<file path="src/hdl/pdpf_pkg.sv">
// pdpf_pkg: shared types, packet constants and header table for the packet framer
// depends on: nothing
`timescale 1ns / 1ps

package pdpf_pkg;

  localparam int TILES_PER_PACKET = 40;
  localparam int BYTES_PER_TILE   = 16;

  localparam int RAW_SIZE = TILES_PER_PACKET * BYTES_PER_TILE;
  // a packet of fewer than two bytes would need a header and a trailer in one run
  localparam int PKT_SIZE = (RAW_SIZE < 2) ? 2 : RAW_SIZE;

  localparam int POS_W  = 10;
  localparam int SIZE_W = POS_W + 1;
  localparam int SUM_W  = 16;

  localparam logic [SIZE_W-1:0] PKT_SIZE_V = SIZE_W'(PKT_SIZE);
  localparam logic [7:0] LEN_LO = 8'(PKT_SIZE % 256);
  localparam logic [7:0] LEN_HI = 8'(PKT_SIZE / 256);

  localparam logic [7:0] HDR_SYNC0 = 8'h88;
  localparam logic [7:0] HDR_SYNC1 = 8'h33;
  localparam logic [7:0] HDR_CMD   = 8'h04;
  localparam logic [7:0] HDR_COMP  = 8'h00;
  localparam logic [7:0] PAD_BYTE  = 8'h00;

  // command + compression + length bytes
  localparam logic [SUM_W-1:0] SUM_INIT =
    SUM_W'(32'h04 + 32'h00 + (PKT_SIZE % 256) + (PKT_SIZE / 256));

  localparam int QUEUE_DEPTH = 4;
  localparam int QUEUE_AW    = 2;

  typedef logic [3:0] step_t;

  localparam step_t STEP_HDR_FIRST = 4'd0;
  localparam step_t STEP_HDR_LAST  = 4'd5;
  localparam step_t STEP_DATA      = 4'd6;
  localparam step_t STEP_SUM_LO    = 4'd7;
  localparam step_t STEP_SUM_HI    = 4'd8;
  localparam step_t STEP_PAD0      = 4'd9;
  localparam step_t STEP_PAD1      = 4'd10;

  // one classified input byte, as handed from front to back
  typedef struct packed {
    logic [7:0]       data;
    logic             hdr;
    logic             closes;
    logic [SUM_W-1:0] sum;
  } job_t;

  function automatic logic [7:0] header_byte(step_t idx);
    logic [7:0] b;
    unique case (idx)
      4'd0:    b = HDR_SYNC0;
      4'd1:    b = HDR_SYNC1;
      4'd2:    b = HDR_CMD;
      4'd3:    b = HDR_COMP;
      4'd4:    b = LEN_LO;
      4'd5:    b = LEN_HI;
      default: b = PAD_BYTE;
    endcase
    return b;
  endfunction

endpackage

</file>
<file path="src/hdl/pdpf_front.sv">
// pdpf_front: tracks packet position and checksum, classifies each input byte
// depends on: pdpf_pkg
`timescale 1ns / 1ps

module pdpf_front (
  input  logic                clk,
  input  logic                rst,
  input  logic                push,
  input  logic                queue_full,
  input  logic [7:0]          data_byte,
  input  logic                restart,
  output logic                job_wr,
  output pdpf_pkg::job_t      job
);

  logic [pdpf_pkg::POS_W-1:0]  pos;
  logic [pdpf_pkg::SUM_W-1:0]  sum;
  logic [pdpf_pkg::POS_W-1:0]  pos_eff;
  logic [pdpf_pkg::SIZE_W-1:0] pos_inc;
  logic                        first;
  logic                        closes;
  logic [pdpf_pkg::SUM_W-1:0]  sum_base;
  logic [pdpf_pkg::SUM_W-1:0]  sum_next;
  logic [pdpf_pkg::POS_W-1:0]  pos_next;

  assign job_wr   = push && !queue_full;
  assign pos_eff  = restart ? '0 : pos;
  assign first    = (pos_eff == '0);
  assign pos_inc  = {1'b0, pos_eff} + pdpf_pkg::SIZE_W'(1);
  assign closes   = (pos_inc >= pdpf_pkg::PKT_SIZE_V);
  assign sum_base = first ? pdpf_pkg::SUM_INIT : sum;
  assign sum_next = sum_base + {8'h00, data_byte};
  assign pos_next = pos_inc[pdpf_pkg::POS_W-1:0];

  assign job.data   = data_byte;
  assign job.hdr    = first;
  assign job.closes = closes;
  assign job.sum    = sum_next;

  always_ff @(posedge clk) begin
    if (rst) begin
      pos <= '0;
      sum <= '0;
    end else if (job_wr) begin
      if (closes) begin
        pos <= '0;
        sum <= '0;
      end else begin
        pos <= pos_next;
        sum <= sum_next;
      end
    end
  end

  a_close_clears: assert property (@(posedge clk) disable iff (rst)
    job_wr && closes |=> pos == '0 && sum == '0)
    else $error("packet close did not clear position and checksum");

endmodule

</file>
<file path="src/hdl/pdpf_queue.sv">
// pdpf_queue: short job queue between front and back, head visible without a read cycle
// depends on: pdpf_pkg
`timescale 1ns / 1ps

module pdpf_queue (
  input  logic                clk,
  input  logic                rst,
  input  logic                wr_en,
  input  pdpf_pkg::job_t      wr_job,
  output logic                full,
  input  logic                rd_en,
  output logic                head_valid,
  output pdpf_pkg::job_t      head_job
);

  pdpf_pkg::job_t                mem [pdpf_pkg::QUEUE_DEPTH];
  logic [pdpf_pkg::QUEUE_AW-1:0] wr_ptr;
  logic [pdpf_pkg::QUEUE_AW-1:0] rd_ptr;
  logic [pdpf_pkg::QUEUE_AW:0]   count;

  assign full       = (count == (pdpf_pkg::QUEUE_AW+1)'(pdpf_pkg::QUEUE_DEPTH));
  assign head_valid = (count != '0);
  assign head_job   = mem[rd_ptr];

  always_ff @(posedge clk) begin
    if (wr_en) begin
      mem[wr_ptr] <= wr_job;
    end
  end

  always_ff @(posedge clk) begin
    if (rst) begin
      wr_ptr <= '0;
      rd_ptr <= '0;
      count  <= '0;
    end else begin
      if (wr_en) begin
        wr_ptr <= wr_ptr + 1'b1;
      end
      if (rd_en) begin
        rd_ptr <= rd_ptr + 1'b1;
      end
      if (wr_en && !rd_en) begin
        count <= count + 1'b1;
      end else if (!wr_en && rd_en) begin
        count <= count - 1'b1;
      end
    end
  end

  a_no_overflow: assert property (@(posedge clk) disable iff (rst)
    count <= (pdpf_pkg::QUEUE_AW+1)'(pdpf_pkg::QUEUE_DEPTH))
    else $error("job queue count beyond depth");

  a_no_underflow: assert property (@(posedge clk) disable iff (rst)
    rd_en |-> head_valid)
    else $error("job queue read while empty");

endmodule

</file>
<file path="src/hdl/pdpf_back.sv">
// pdpf_back: expands queued jobs into header, data and trailer beats into an output register
// depends on: pdpf_pkg
`timescale 1ns / 1ps

module pdpf_back (
  input  logic                clk,
  input  logic                rst,
  input  logic                head_valid,
  input  pdpf_pkg::job_t      head_job,
  output logic                head_pop,
  output logic                empty,
  input  logic                pop,
  output logic [7:0]          tx_byte,
  output logic                last_of_run,
  output logic                packet_done
);

  logic                  out_valid;
  logic                  started;
  pdpf_pkg::step_t       step;
  pdpf_pkg::step_t       cur_step;
  pdpf_pkg::step_t       last_step;
  logic [7:0]            beat;
  logic                  beat_last;
  logic                  advance;
  logic                  out_taken;

  // a job that has not begun opens at its header or straight at its data byte
  assign cur_step  = started ? step
                   : (head_job.hdr ? pdpf_pkg::STEP_HDR_FIRST : pdpf_pkg::STEP_DATA);
  assign last_step = head_job.closes ? pdpf_pkg::STEP_PAD1 : pdpf_pkg::STEP_DATA;
  assign beat_last = (cur_step == last_step);

  always_comb begin
    unique case (cur_step) inside
      [pdpf_pkg::STEP_HDR_FIRST:pdpf_pkg::STEP_HDR_LAST]:
        beat = pdpf_pkg::header_byte(cur_step);
      pdpf_pkg::STEP_DATA:   beat = head_job.data;
      pdpf_pkg::STEP_SUM_LO: beat = head_job.sum[7:0];
      pdpf_pkg::STEP_SUM_HI: beat = head_job.sum[15:8];
      pdpf_pkg::STEP_PAD0, pdpf_pkg::STEP_PAD1:
        beat = pdpf_pkg::PAD_BYTE;
      default: beat = pdpf_pkg::PAD_BYTE;
    endcase
  end

  assign empty     = !out_valid;
  assign out_taken = pop && out_valid;
  assign advance   = head_valid && (!out_valid || out_taken);
  assign head_pop  = advance && beat_last;

  always_ff @(posedge clk) begin
    if (rst) begin
      out_valid <= 1'b0;
      started   <= 1'b0;
      step      <= pdpf_pkg::STEP_HDR_FIRST;
    end else begin
      if (advance) begin
        out_valid   <= 1'b1;
        tx_byte     <= beat;
        last_of_run <= beat_last;
        packet_done <= head_job.closes;
        if (beat_last) begin
          started <= 1'b0;
        end else begin
          started <= 1'b1;
          step    <= cur_step + 4'd1;
        end
      end else if (out_taken) begin
        out_valid <= 1'b0;
      end
    end
  end

  a_run_holds_head: assert property (@(posedge clk) disable iff (rst)
    started |-> head_valid)
    else $error("run in progress lost its job");

  a_plain_run_in_trailer: assert property (@(posedge clk) disable iff (rst)
    started && !head_job.hdr |-> step > pdpf_pkg::STEP_DATA && head_job.closes)
    else $error("headerless job resumed outside its trailer");

  a_step_in_range: assert property (@(posedge clk) disable iff (rst)
    started |-> step <= pdpf_pkg::STEP_PAD1 && step != pdpf_pkg::STEP_HDR_FIRST)
    else $error("sequencer step out of range");

endmodule

</file>
<file path="src/hdl/printer_data_packet_framer_core.sv">
// printer_data_packet_framer_core: top level of the printer data packet framer
// depends on: pdpf_pkg, pdpf_front, pdpf_queue, pdpf_back
`timescale 1ns / 1ps

// Wraps a stream of image data bytes into printer data packets of 640 bytes
// (40 tiles of 16 bytes). The first byte of a packet, or any byte pushed with
// restart high, is preceded by the header 88 33 04 00 80 02; the byte that
// completes a packet is followed by the checksum low byte, high byte, 00, 00.
// The checksum starts at 0x0086 and adds each data byte modulo 65536. A
// restart in mid packet drops the open packet without a trailer. Every beat
// of a run carries packet_done when the run closes a packet, and last_of_run
// marks the final beat that one input byte causes. Both sides behave as a
// queue: push while full is low, pop while empty is low. While pop stays high,
// data bytes stream at one beat per cycle; a header adds six beats and a
// trailer four, all issued by the output sequencer at one beat per cycle,
// while a four-entry job queue keeps the input side taking bytes meanwhile.
// The first beat of a run passes through the job queue and then the output
// register before it shows on tx_byte.

module printer_data_packet_framer_core (
  input  logic       clk,
  input  logic       rst,
  input  logic       push,
  output logic       full,
  input  logic [7:0] data_byte,
  input  logic       restart,
  output logic       empty,
  input  logic       pop,
  output logic [7:0] tx_byte,
  output logic       last_of_run,
  output logic       packet_done
);

  // classified byte heading into the job queue
  logic           job_wr;
  pdpf_pkg::job_t job;

  // oldest queued job, consumed once its last beat is issued
  logic           head_valid;
  logic           head_pop;
  pdpf_pkg::job_t head_job;

  // front: packet position and running checksum, decides header and trailer
  pdpf_front u_front (
    .clk        (clk),
    .rst        (rst),
    .push       (push),
    .queue_full (full),
    .data_byte  (data_byte),
    .restart    (restart),
    .job_wr     (job_wr),
    .job        (job)
  );

  // queue between front and back so each side stalls on its own
  pdpf_queue u_queue (
    .clk        (clk),
    .rst        (rst),
    .wr_en      (job_wr),
    .wr_job     (job),
    .full       (full),
    .rd_en      (head_pop),
    .head_valid (head_valid),
    .head_job   (head_job)
  );

  // back: beat sequencer feeding the output register
  pdpf_back u_back (
    .clk         (clk),
    .rst         (rst),
    .head_valid  (head_valid),
    .head_job    (head_job),
    .head_pop    (head_pop),
    .empty       (empty),
    .pop         (pop),
    .tx_byte     (tx_byte),
    .last_of_run (last_of_run),
    .packet_done (packet_done)
  );

endmodule

</file>
<file path="config.mk">
export PLATFORM = sky130hd
export DESIGN_NAME = printer_data_packet_framer_core
export DESIGN_NICKNAME = d
export VERILOG_FILES = /design/src/hdl/pdpf_pkg.sv /design/src/hdl/pdpf_front.sv /design/src/hdl/pdpf_queue.sv /design/src/hdl/pdpf_back.sv /design/src/hdl/printer_data_packet_framer_core.sv
export SDC_FILE = /design/constraint.sdc
export NUM_CORES = 1
export LEC_CHECK = 0
export BUFFER_PORTS_ARGS = -buffer_cell sky130_fd_sc_hd__buf_4
export CAP_MARGIN = 20
export CORE_UTILIZATION = 50
export CTS_BUF_LIST = sky130_fd_sc_hd__clkbuf_8 sky130_fd_sc_hd__clkbuf_16
export DETAILED_ROUTE_END_ITERATION = 12
export GPL_ROUTABILITY_DRIVEN = 0
export PLACE_DENSITY = 0.66
export SKIP_LAST_GASP = 1
export SYNTH_ARGS = -nofsm -noshare
export SYNTH_HDL_FRONTEND = slang
export SYNTH_SLANG_ARGS = --single-unit
</file>
<file path="constraint.sdc">
create_clock -name clk -period 6.4 [get_ports clk]
set_input_delay 1.28 -clock clk [delete_from_list [all_inputs] [get_ports clk]]
set_output_delay 1.28 -clock clk [all_outputs]
set_load 0.02 [all_outputs]
</file>
==> reports/results.ini <==
[run_status]
outcome = finished clean

[timing]
worst_relative_slew_slack_pct = 39.20
worstMarginPinSlew_ps = 908.7
max_clk_rate_ghz = 0.2299
setup_violations = 0
maxSlewViolCount = 0
worst_clock_skew_ps = 9.331
final-hold-violation-count = 0
setup_total_negative_slack_ps = 0
rsz_0062_raised_after_global_routing = no
period_needed_ps = 4350
post-route-period-util_pct = 67.97

[clock_network]
tritoncts = done
cts-resized-gates = 0
holdBufCountCts = 0
cts_inserted_buffers = 17
clkTransAtPathRegs_ps = 60
clk-insertion-delay-late_ps = 420
cts.sink_count = 155
cts.root.buffer_cell = sky130_fd_sc_hd__clkbuf_16
cts.repair_timing.setup_buffer_count = 0
htree_num_levels = 4
cts_max_path_buffers = 2

[floorplan]
die-area_mm2 = 0.01495
pin_count = 25
core-area_mm2 = 0.01399
floorplan.initialDensity_pct = 51.72
dieHeight_um = 122.3
rows = 43
chipWidth_um = 122.3

[worst_setup_path]
critical_path.reg2reg.endpoint = u_queue.mem[0][14]
r2r.worst_path.cells = 11
required_ps = 6550
critPathLaunchType = input pin
worstPathArrival_ps = 4500
cp_cell_sequence = buf_4, nor2b_1, inv_1, ha_1, nand2b_1, and2_1, ha_1, inv_1, fa_1, nor2b_1, o31a_1, o22ai_1, and4bb_2, xnor2_1, nor2_1
critPathKind = in -> reg
r2r_setup_slack_ps = 2510
cp_slowest_stage_delay_ps = 540
critical_path.endpoint_type = flip-flop
critical_path.reg2reg.startpoint = u_front.pos[5]
worstPathMaxFanout = 20
critical-path-slowest-cell = sky130_fd_sc_hd__nand2b_1

[detailed_routing]
drt.antenna.violating_nets = 0
detail_route.vias_per_cell = 5.840
vias = 4637
drcViolationCount = 0
detail_route.wirelength_um = 14460
detail_route.wl_per_cell_um = 18.22
drt_pass1_iterations = 5
drtIter0Drc = 364

[worst_hold_path]
worst_hold_start = u_front.sum[3]
timing.hold.worst.class = reg -> reg
min_to = u_front.sum[3]
hold_path_depth = 2

[flow_run]
cap_viol_max_count = 0

[placement]
port-buffer-count = 24
dp_hpwl_um = 9271

[synth]
synth-seq-cells = 155
async_reset_ff_share_pct = 0
yosysUniqueCellTypes = 67
edff_count_synth = 114
yosysWarningCount = 0
synthesis.instances = 580
postSynthNetCount = 614
syn_area_mm2 = 0.007234
synth_top_flop_cell = sky130_fd_sc_hd__edfxtp_1
syn_area_per_cell_um2 = 12.47
synth.yosys.seq_area_share_pct = 58.66

[layout]
layout_commonest_cell = sky130_fd_sc_hd__edfxtp_1
num-nets-final = 635
syn2layout_area_growth_pct = 13.49
layout.cells.most_common_list = sky130_fd_sc_hd__edfxtp_1, sky130_fd_sc_hd__nand2_1, sky130_fd_sc_hd__dfxtp_1, sky130_fd_sc_hd__buf_4, sky130_fd_sc_hd__nor2_1
layout.core_utilization_pct = 58.69
insertedDiodeCount = 0
drive_gt1_share_pct = 13.84

[global_routing]
first_pass_grt_wire_length_um = 23690
grt.total_usage_pct = 21.39
first_global_vias = 4595
grt_antenna_before_repair = 0
grt_max_degree = 49
grt_remaining_overflow = 0

[power_and_ir_drop]
power.leakage_nw = 2.860
ir_drop_mv = 0.2045
p_per_area_mw_per_mm2 = 363.0

worst max-delay path: cells and delay by family:
| family | cells | cell delay (ps) |
|---|---|---|
| AOI/OAI and AO/OA | 2 | 390 |
| adders and majority gates | 3 | 770 |
| and+or+nand+nor | 6 | 1610 |
| buffers and inverters | 3 | 300 |
| xor gates and xnor gates | 1 | 120 |
registers in the layout, summed over array words and instances (netlist names), named ones only:
name                cells
u_queue.mem           104
u_front.sum            16
u_front.pos            10
u_back.tx_byte          8
u_back.step             4
u_queue.count           3
u_queue.rd_ptr          2
u_queue.wr_ptr          2
u_back.last_of_run      1
u_back.out_valid        1
u_back.packet_done      1
u_back.started          1
cells by family (layout without fill, tap and decap cells):
group                    Yosys count  count (layout)  synth area share (%)
AND/OR/NAND/NOR                  195             195                 14.30
flip-flops                       155             155                 58.66
AO/OA/AOI/OAI                    101             101                 9.530
buffers and inverters             49              83                 2.767
multiplexers                      39              39                 8.475
adder cells (fa/ha/maj)           21              21                 3.840
XOR/XNOR                          20              20                 2.421
layer usage:
metal / share of wire, % / track usage, %
met5: 0 / 0
met4: 1.0 / 6.784
met3: 4.4 / 5.530
met2: 49 / 35.22
met1: 45 / 27.62
cell type report:
class	count	area (µm²)
Fill cell	1153	5778
Sequential cell	155	4245
Multi-Input combinational cell	376	2790
Clock buffer	22	539.3
Timing Repair Buffer	32	240.2
Tap cell	180	225.2
Clock inverter	10	98.84
Inverter	19	71.32
cells in the mapped netlist, drive strengths merged, types with 6 or more instances:
master  number  area share [%]
buf          8            0.64
edfxtp     114              47
mux2i       23             3.2
nor3        12            0.83
o22ai        6            0.52
and2        12             1.0
o221ai       6            0.73
nor2b       10            0.86
a21oi       25             1.7
nand2       51             2.6
o21ai       18             1.2
mux4        16             5.2
nand4        7            0.61
ha          19             3.3
nand2b      10            0.86
dfxtp       41              11
xnor2       13             1.6
inv         18            0.93
xor2         7            0.85
clkbuf      22             1.1
nand3       24             1.7
nor2        31             1.7
how the worst max path moves through the flow:
stage	to	from	slack [ps]	depth (start not counted)
after floorplan	u_queue.mem[0][14]	restart	1910	17
after global placement	u_queue.mem[0][14]	restart	1770	15
after detailed placement	u_queue.mem[3][14]	restart	1650	15
after CTS	u_queue.mem[0][14]	restart	2090	15
after global routing	u_queue.mem[0][14]	restart	1840	15
final	u_queue.mem[0][14]	restart	2050	15
power by group:
group | internal, mW | switching (mW)
Clock | 0.643 | 0.401
Combinational | 0.231 | 0.384
Sequential | 1.25 | 0.0690
through the flow:
stage	area (µm²)	std cells	power, mW	worst slack, ps	hold WS [ps]
2_1_floorplan	7234	580	1.759	1912	426.8
3_3_place_gp	7572	762	1.933	1768	437.7
3_5_place_dp	7572	762	1.956	1645	442.9
4_1_cts	8210	794	3.010	2088	453.2
5_1_grt	8210	794	3.134	1840	488.4
6_report	8210	794	2.981	2050	449.1
No activity file was read; power rests on OpenSTA's default activity.
